==> src/rtl/core/mavg_pkg.sv <==
// Shared constants and types for the moving average filter core.
// No dependencies.
package mavg_pkg;

	localparam int LEN_BITS        = 7;
	localparam int DEF_MAX_WINDOW  = 64;
	localparam int DEF_SAMPLE_BITS = 16;

	localparam logic [LEN_BITS-1:0] WINDOW_RESET = 7'd3;

	// side information that rides along the divider chain
	typedef struct packed {
		logic                neg;
		logic [LEN_BITS-1:0] held;
	} div_tag_t;

endpackage

==> src/rtl/core/mavg_store.sv <==
// Sample ring store: one port, read-first, registered read data.
// Depends on nothing.
module mavg_store #(
	parameter int DEPTH = 64,
	parameter int WIDTH = 16
) (
	input  logic                     clk,
	input  logic                     en,
	input  logic [$clog2(DEPTH)-1:0] addr,
	input  logic [WIDTH-1:0]         wdata,
	output logic [WIDTH-1:0]         rdata
);

	logic [WIDTH-1:0] mem [DEPTH];
	logic [WIDTH-1:0] rdata_q;

	always_ff @(posedge clk) begin
		if (en) begin
			rdata_q   <= mem[addr];
			mem[addr] <= wdata;
		end
	end

	assign rdata = rdata_q;

endmodule

==> src/rtl/core/mavg_div_cell.sv <==
// One restoring division cell: produces one quotient bit per pass.
// Depends on mavg_pkg.
module mavg_div_cell
	import mavg_pkg::*;
#(
	parameter int NUM_BITS = 22
) (
	input  logic                clk,
	input  logic                arst_n,
	input  logic                in_valid,
	input  logic [LEN_BITS-1:0] in_rem,
	input  logic [NUM_BITS-1:0] in_num,
	input  logic [NUM_BITS-1:0] in_quo,
	input  logic [LEN_BITS-1:0] in_div,
	input  div_tag_t            in_tag,
	output logic                out_valid,
	output logic [LEN_BITS-1:0] out_rem,
	output logic [NUM_BITS-1:0] out_num,
	output logic [NUM_BITS-1:0] out_quo,
	output logic [LEN_BITS-1:0] out_div,
	output div_tag_t            out_tag
);

	logic [LEN_BITS:0]   shifted;
	logic                ge;
	logic [LEN_BITS:0]   diff;
	logic                valid_q;
	logic [LEN_BITS-1:0] rem_q;
	logic [NUM_BITS-1:0] num_q;
	logic [NUM_BITS-1:0] quo_q;
	logic [LEN_BITS-1:0] div_q;
	div_tag_t            tag_q;

	assign shifted = {in_rem, in_num[NUM_BITS-1]};
	assign ge      = shifted >= {1'b0, in_div};
	assign diff    = shifted - {1'b0, in_div};

	always_ff @(posedge clk or negedge arst_n) begin
		if (!arst_n) begin
			valid_q <= 1'b0;
		end else begin
			valid_q <= in_valid;
		end
	end

	always_ff @(posedge clk) begin
		rem_q <= ge ? diff[LEN_BITS-1:0] : shifted[LEN_BITS-1:0];
		num_q <= {in_num[NUM_BITS-2:0], 1'b0};
		quo_q <= {in_quo[NUM_BITS-2:0], ge};
		div_q <= in_div;
		tag_q <= in_tag;
	end

	assign out_valid = valid_q;
	assign out_rem   = rem_q;
	assign out_num   = num_q;
	assign out_quo   = quo_q;
	assign out_div   = div_q;
	assign out_tag   = tag_q;

endmodule

==> src/rtl/core/mavg_divider.sv <==
// Unsigned divider built as a chain of restoring cells, one per quotient bit.
// Depends on mavg_pkg and mavg_div_cell.
module mavg_divider
	import mavg_pkg::*;
#(
	parameter int NUM_BITS = 22
) (
	input  logic                clk,
	input  logic                arst_n,
	input  logic                in_valid,
	input  logic [NUM_BITS-1:0] in_num,
	input  logic [LEN_BITS-1:0] in_div,
	input  div_tag_t            in_tag,
	output logic                out_valid,
	output logic [NUM_BITS-1:0] out_quo,
	output div_tag_t            out_tag
);

	logic                valid_c [NUM_BITS+1];
	logic [LEN_BITS-1:0] rem_c   [NUM_BITS+1];
	logic [NUM_BITS-1:0] num_c   [NUM_BITS+1];
	logic [NUM_BITS-1:0] quo_c   [NUM_BITS+1];
	logic [LEN_BITS-1:0] div_c   [NUM_BITS+1];
	div_tag_t            tag_c   [NUM_BITS+1];

	assign valid_c[0] = in_valid;
	assign rem_c[0]   = '0;
	assign num_c[0]   = in_num;
	assign quo_c[0]   = '0;
	assign div_c[0]   = in_div;
	assign tag_c[0]   = in_tag;

	for (genvar i = 0; i < NUM_BITS; i++) begin : g_cell
		mavg_div_cell #(
			.NUM_BITS(NUM_BITS)
		) u_cell (
			.clk      (clk),
			.arst_n   (arst_n),
			.in_valid (valid_c[i]),
			.in_rem   (rem_c[i]),
			.in_num   (num_c[i]),
			.in_quo   (quo_c[i]),
			.in_div   (div_c[i]),
			.in_tag   (tag_c[i]),
			.out_valid(valid_c[i+1]),
			.out_rem  (rem_c[i+1]),
			.out_num  (num_c[i+1]),
			.out_quo  (quo_c[i+1]),
			.out_div  (div_c[i+1]),
			.out_tag  (tag_c[i+1])
		);
	end

	assign out_valid = valid_c[NUM_BITS];
	assign out_quo   = quo_c[NUM_BITS];
	assign out_tag   = tag_c[NUM_BITS];

endmodule

==> src/rtl/core/moving_average_filter_core.sv <==
// Moving average filter core: ring store, running sum and divider chain.
// Depends on mavg_pkg, mavg_store and mavg_divider.
//
//  channel  | dir | fields (low bit up)
//  s_*      | in  | tdata: sample
//  m_*      | out | tdata: mean, samples_held
//  cfg_*    | in  | wdata: window_length
//
// One word in flight: after accept the word passes the stage-1 registers, the divider
// chain (one quotient bit per cell), the holding register and the output register before
// m_tvalid rises; s_tready returns once the result leaves the holding register.
// The next word is accepted while a finished result waits on m_*; its own result then
// waits in the holding register, and s_tready stays low until m_* takes the older one.
// Reset clears the fill count, sum and position; window_length resets to 3.
// A window_length write clears the same state.
module moving_average_filter_core
	import mavg_pkg::*;
#(
	parameter int MAX_WINDOW  = DEF_MAX_WINDOW,
	parameter int SAMPLE_BITS = DEF_SAMPLE_BITS,
	localparam int S_W = ((SAMPLE_BITS + 7) / 8) * 8,
	localparam int M_W = ((SAMPLE_BITS + LEN_BITS + 7) / 8) * 8
) (
	input  logic                clk,
	input  logic                arst_n,
	input  logic                s_tvalid,
	output logic                s_tready,
	input  logic [S_W-1:0]      s_tdata,   // sample
	output logic                m_tvalid,
	input  logic                m_tready,
	output logic [M_W-1:0]      m_tdata,   // mean, samples_held
	input  logic                cfg_we,
	input  logic [LEN_BITS-1:0] cfg_wdata  // window_length
);

	localparam int PTR_W    = $clog2(MAX_WINDOW);
	localparam int SUM_BITS = SAMPLE_BITS + $clog2(MAX_WINDOW);

	logic [LEN_BITS-1:0]           wlen_q;
	logic [LEN_BITS-1:0]           fill_q;
	logic [PTR_W-1:0]              pos_q;
	logic signed [SUM_BITS-1:0]    sum_q;
	logic                          busy_q;

	logic                          valid_s1;
	logic signed [SAMPLE_BITS-1:0] x_s1;
	logic                          full_s1;
	logic [LEN_BITS-1:0]           held_s1;

	logic                          pend_valid_q;
	logic [SAMPLE_BITS-1:0]        pend_mean_q;
	logic [LEN_BITS-1:0]           pend_held_q;
	logic                          out_valid_q;
	logic [SAMPLE_BITS-1:0]        out_mean_q;
	logic [LEN_BITS-1:0]           out_held_q;

	logic                          accept;
	logic [LEN_BITS-1:0]           w_eff;
	logic [PTR_W-1:0]              pos_cur;
	logic [PTR_W-1:0]              pos_nx;
	logic                          full;
	logic [LEN_BITS-1:0]           fill_nx;
	logic [SAMPLE_BITS-1:0]        rd_data;
	logic signed [SUM_BITS-1:0]    old_ext;
	logic signed [SUM_BITS-1:0]    sum_new;
	logic [SUM_BITS-1:0]           sum_mag;
	div_tag_t                      div_tag_in;
	logic                          div_valid;
	logic [SUM_BITS-1:0]           div_quo;
	div_tag_t                      div_tag;
	logic [SAMPLE_BITS-1:0]        q_mag;
	logic [SAMPLE_BITS-1:0]        mean_calc;
	logic                          out_free;
	logic                          move_out;

	assign s_tready = !busy_q;
	assign accept   = s_tvalid && s_tready;

	always_comb begin
		if (wlen_q == '0) begin
			w_eff = LEN_BITS'(1);
		end else if (32'(wlen_q) > MAX_WINDOW) begin
			w_eff = LEN_BITS'(MAX_WINDOW);
		end else begin
			w_eff = wlen_q;
		end
	end

	assign pos_cur = (32'(pos_q) >= 32'(w_eff)) ? '0 : pos_q;
	assign pos_nx  = (32'(pos_cur) + 32'd1 >= 32'(w_eff)) ? '0 : pos_cur + 1'b1;
	assign full    = !(fill_q < w_eff);
	assign fill_nx = full ? fill_q : fill_q + 1'b1;

	mavg_store #(
		.DEPTH(MAX_WINDOW),
		.WIDTH(SAMPLE_BITS)
	) u_store (
		.clk  (clk),
		.en   (accept),
		.addr (pos_cur),
		.wdata(s_tdata[SAMPLE_BITS-1:0]),
		.rdata(rd_data)
	);

	assign old_ext = full_s1 ? SUM_BITS'($signed(rd_data)) : '0;
	assign sum_new = sum_q - old_ext + SUM_BITS'(x_s1);
	assign sum_mag = sum_new[SUM_BITS-1] ? SUM_BITS'(-sum_new) : SUM_BITS'(sum_new);

	assign div_tag_in.neg  = sum_new[SUM_BITS-1];
	assign div_tag_in.held = held_s1;

	mavg_divider #(
		.NUM_BITS(SUM_BITS)
	) u_div (
		.clk      (clk),
		.arst_n   (arst_n),
		.in_valid (valid_s1),
		.in_num   (sum_mag),
		.in_div   (held_s1),
		.in_tag   (div_tag_in),
		.out_valid(div_valid),
		.out_quo  (div_quo),
		.out_tag  (div_tag)
	);

	assign q_mag     = div_quo[SAMPLE_BITS-1:0];
	assign mean_calc = div_tag.neg ? -q_mag : q_mag;

	assign out_free = !out_valid_q || m_tready;
	assign move_out = pend_valid_q && out_free;

	always_ff @(posedge clk or negedge arst_n) begin
		if (!arst_n) begin
			wlen_q       <= WINDOW_RESET;
			fill_q       <= '0;
			pos_q        <= '0;
			sum_q        <= '0;
			busy_q       <= 1'b0;
			valid_s1     <= 1'b0;
			pend_valid_q <= 1'b0;
			out_valid_q  <= 1'b0;
		end else begin
			valid_s1 <= accept;
			if (cfg_we) begin
				wlen_q <= cfg_wdata;
				fill_q <= '0;
				pos_q  <= '0;
				sum_q  <= '0;
			end else begin
				if (accept) begin
					fill_q <= fill_nx;
					pos_q  <= pos_nx;
				end
				if (valid_s1) begin
					sum_q <= sum_new;
				end
			end
			if (accept) begin
				busy_q <= 1'b1;
			end else if (move_out) begin
				busy_q <= 1'b0;
			end
			if (div_valid) begin
				pend_valid_q <= 1'b1;
			end else if (move_out) begin
				pend_valid_q <= 1'b0;
			end
			if (move_out) begin
				out_valid_q <= 1'b1;
			end else if (m_tready) begin
				out_valid_q <= 1'b0;
			end
		end
	end

	always_ff @(posedge clk) begin
		if (accept) begin
			x_s1    <= $signed(s_tdata[SAMPLE_BITS-1:0]);
			full_s1 <= full;
			held_s1 <= fill_nx;
		end
		if (div_valid) begin
			pend_mean_q <= mean_calc;
			pend_held_q <= div_tag.held;
		end
		if (move_out) begin
			out_mean_q <= pend_mean_q;
			out_held_q <= pend_held_q;
		end
	end

	assign m_tvalid = out_valid_q;
	assign m_tdata  = M_W'({out_held_q, out_mean_q});

endmodule
==> config.mk <==
export PLATFORM = sky130hd
export DESIGN_NAME = moving_average_filter_core
export DESIGN_NICKNAME = d
export VERILOG_FILES = /design/src/rtl/core/mavg_pkg.sv /design/src/rtl/core/mavg_store.sv /design/src/rtl/core/mavg_div_cell.sv /design/src/rtl/core/mavg_divider.sv /design/src/rtl/core/moving_average_filter_core.sv
export SDC_FILE = /design/constraint.sdc
export NUM_CORES = 2
export LEC_CHECK = 0
export ABC_AREA = 1
export BUFFER_PORTS_ARGS = -buffer_cell sky130_fd_sc_hd__buf_2
export CAP_MARGIN = 10
export CORE_ASPECT_RATIO = 0.9
export CORE_UTILIZATION = 53
export CTS_BUF_LIST = sky130_fd_sc_hd__clkbuf_4
export DETAILED_ROUTE_END_ITERATION = 8
export PLACE_DENSITY = 0.74
export SLEW_MARGIN = 20
export SYNTH_ARGS = -nofsm -noshare
export SYNTH_HDL_FRONTEND = slang
export SYNTH_SLANG_ARGS = --single-unit
==> constraint.sdc <==
create_clock -name clk -period 5.75 [get_ports clk]
set_clock_uncertainty 0.15 [all_clocks]
set_input_delay 0.8625 -clock clk [delete_from_list [all_inputs] [get_ports clk]]
set_output_delay 0.8625 -clock clk [all_outputs]
set_load 0.01 [all_outputs]
==> run_results.csv <==
group,metric,value,unit
status,status,"finished clean",
yosys,synthCells,6562,
power,pwr-share-seq,47.3,%
sta,fmaxAchievable,0.201,GHz
sta,min_period,4.96,ns
yosys,ys_seq_elements,1868,
yosys,yosysSeqAreaShare,67.4,%
power,combPwrFrac,24.7,%
route,vias_per_cell,5.09,
global_routing,grt_max_degree,182,
sta,slew_headroom,30.9,%
route,wirelength,157000,microns
setup_path,cp_data_required_time,6.61,ns
floorplanning,num_io_pins,54,
finish,fill_cells,10700,
power,p_per_area,452,nW/um^2
floorplanning,die_h,353,microns
yosys,synth_flop_cell,"edfxtp_1",
cts,htree_levels,5,
finish,stdcell_count,9189,
floorplanning,fp-row-count,128,
global_routing,grt_pass1_vias,46100,
cts,clk_latency,1.31,ns
sta,worst_pin_slew,1.03,ns
cts,path_clk_slew,0.07,ns
placed_design,numPortBuffers,52,
yosys,synth-edff-count,1110,
power,netSwitchingFraction,31.4,%
yosys,syn-cell-area,72400,sq um
global_routing,globalRoute.totalOverflow,0,
cts,cts_tree,"yes",
placed_design,dp_hpwl,95300,microns
yosys,yosys.cell_types.count,52,
global_routing,grt.total_usage,22.9,%
global_routing,grt_pass1_wl,246000,microns
min_path,min_path_type,"flop to flop",
cts,cts_resized,0,
route,drcViolationCount,0,
power,p_clk_share,28.1,%
setup_path,crit_path_max_incr_delay,0.90,ns
floorplanning,initial_core_util,53.5,%
power,peakVddDrop,0.238,mV
route,drt-pass1-iter-count,6,
cts,numCtsBuffers,446,
cts,cts_root_buf,"clkbuf_4",
setup_path,critical_path_class,"flop to flop",
yosys,yosysWarnings,0,
setup_path,worst_path_most_repeated_cell,"nand2_1",
route,ant_nets,0,
placed_design,dpl_worst_slack,0.845,ns
finish,nets,7296,
placed_design,place.gp.congestion,0.902,
cts,cts_setup_buffers,0,
yosys,syn_nets,6825,
setup_path,cp_slowest_cell,"dfrtp_1",
cts,numClockSinks,1868,
yosys,yosysTopAreaCell,"edfxtp_1",
power,intPower,0.0252,W
yosys,synth_commonest_cells,"1341 x nand2_1, 1110 x edfxtp_1, 1089 x inv_1",
route,drt_iter0_markers,4265,
power,p_leak,36.2,nW
setup_path,crit_fanout,30,
placed_design,dp_cells,8370,
floorplanning,dieArea,138000,sq um
power,switching_power,0.0115,W
sta,finalSetupTns,0,ns
sta,drv_slew,0,
yosys,synth_top_area_share,46.0,%
sta,fin_crit_sh,86.3,%
setup_path,startpoint_type,"flop",
route,wl_per_cell,17.1,microns
job,maxCapViolCount,0,
setup_path,cp_data_arrival_time,5.83,ns
sta,fin_ws,0.786,ns
route,vias,46700,
yosys,synth_async_sr_flop_share,3.64,%
floorplanning,die_w,392,microns
yosys,syn_avg_cell_area,11.0,sq um
sta,rsz0062_at_grt,"false",
setup_path,endpoint_kind,"flop",
finish,area_delta_synth_final,12.1,%
floorplanning,core-area,135000,sq um
setup_path,crit_chain,"inv_1 > ha_1 > nand2_1 > nor2_1 > nand3_2 > nand4_4 > buf_12 > buf_4 > nand2_1 > nand3_1 > nand2_1 > o21ai_0 > nand2_1 > nor2_1 > nand2_1",
yosys,synth_area_leaders,"edfxtp_1 46%, dfxtp_1 19%, nand2_1 6.9%",
sta,hold_viol_final,0,
sta,final-setup-viol-count,0,
finish,drive_gt1_share,12.8,%
global_routing,grt_antenna_before_repair,5,
yosys,synth.most_common_cell,"nand2_1",
cts,cts_buffer_depth,4,
finish,final_core_util,59.9,%
## what timing repair did
item / CTS / global route
setup endpoints to repair: 0 / 0
hold endpoints to repair: 261 / 0
hold buffers: 35 / 0
## registers in the layout, indices dropped and copies added, names as in the netlist, 16 cells and up
register                       cells
u_div.g_cell.u_cell.out_quo      136
u_div.g_cell.u_cell.out_valid     22
u_div.g_cell.u_cell.out_div      147
u_div.g_cell.u_cell.out_tag       29
out_mean_q                        16
u_div.g_cell.u_cell.out_num      231
u_store.rdata                     16
sum_q                             22
u_div.g_cell.u_cell.out_rem      147
pend_mean_q                       16
x_s1                              16
u_store.mem                     1024
## through the flow
step	area, sq um	power (W)	hold slack, ns
after floorplan	72400	0.0240	0.160
after global placement	75300	0.0263	0.160
after detailed placement	75300	0.0266	0.162
after CTS	81100	0.0370	0.00383
after global routing	81200	0.0391	0.0809
final	81200	0.0367	0.109
## power by group through the flow
stage | logic (W) | registers [W] | clock network (W)
floorplan | 0.00671 | 0.0173 | 0
global placement | 0.00872 | 0.0175 | 0
detailed placement | 0.00894 | 0.0176 | 0
CTS | 0.00904 | 0.0174 | 0.0106
global route | 0.0103 | 0.0176 | 0.0112
finish | 0.00904 | 0.0173 | 0.0103
## layer usage
metal	up-vias	GRT usage, %	wire length, microns
li1	22700	-	-
met1	21900	30.4	65400
met2	1718	36.2	72800
met3	389	4.77	13200
met4	2	10.8	5810
met5	-	0	12
## critical path, delay by kind of cell, from the launching register on
kind                     cells  cell delay (ns)
AO/OA/AOI/OAI                1             0.80
buffers and inverters        3             0.76
adder cells (fa/ha/maj)      1             0.34
AND/OR/NAND/NOR             10             1.72
flip-flops                   1             0.90
## layout by cell type, fill, tap and decap left out, drive strengths merged, types with 35 or more instances in the layout
cell and n:
nand3 336, o21ai 213, o211ai 251, dlygate4sd3 35, edfxtp 1110, nand2 1342
xor2 97, dfrtp 66, dfxtp 690, or2 123, clkbuf 662, buf 199
a21oi 236, xnor2 45, nor2 383, fa 41, clkinv 112, ha 194
inv 1105
## final cells by class
class,count,area (sq um),share of cell area (%)
clock inverter,116,526,0.647
inverter,1104,4150,5.11
antenna,6,15.0,0.0185
sequential,1868,48800,60.2
multi-input combinational,3379,18500,22.8
timing repair buffer,234,1880,2.32
clock buffer,662,4970,6.12
tap,1820,2280,2.81
## path summary, 6_finish.rpt
check,cells past startpoint,endpoint,startpoint,slack (ns)
max,15,u_store.rdata[4],pos_q[0],0.79
min,0,u_div.g_cell[11].u_cell.out_num[18],u_div.g_cell[10].u_cell.out_num[17],0.11
min in group asynchronous,2,sum_q[19],arst_n,0.14
max reg2reg,15,u_store.rdata[4],pos_q[0],0.79
max in group asynchronous,2,u_div.g_cell[17].u_cell.out_valid,arst_n,4.65
min reg2reg,0,u_div.g_cell[11].u_cell.out_num[18],u_div.g_cell[10].u_cell.out_num[17],0.11
## logic make-up after synthesis
group	after synthesis	share of synthesized area, %
AND/OR/NAND/NOR	2232	12.8
AO/OA/AOI/OAI	769	6.44
other	1	0.00518
adder cells (fa/ha/maj)	235	4.48
flip-flops	1868	67.4
buffers and inverters	1315	7.10
XOR/XNOR	142	1.72
Note: power is estimated with default switching activity, not from simulation.
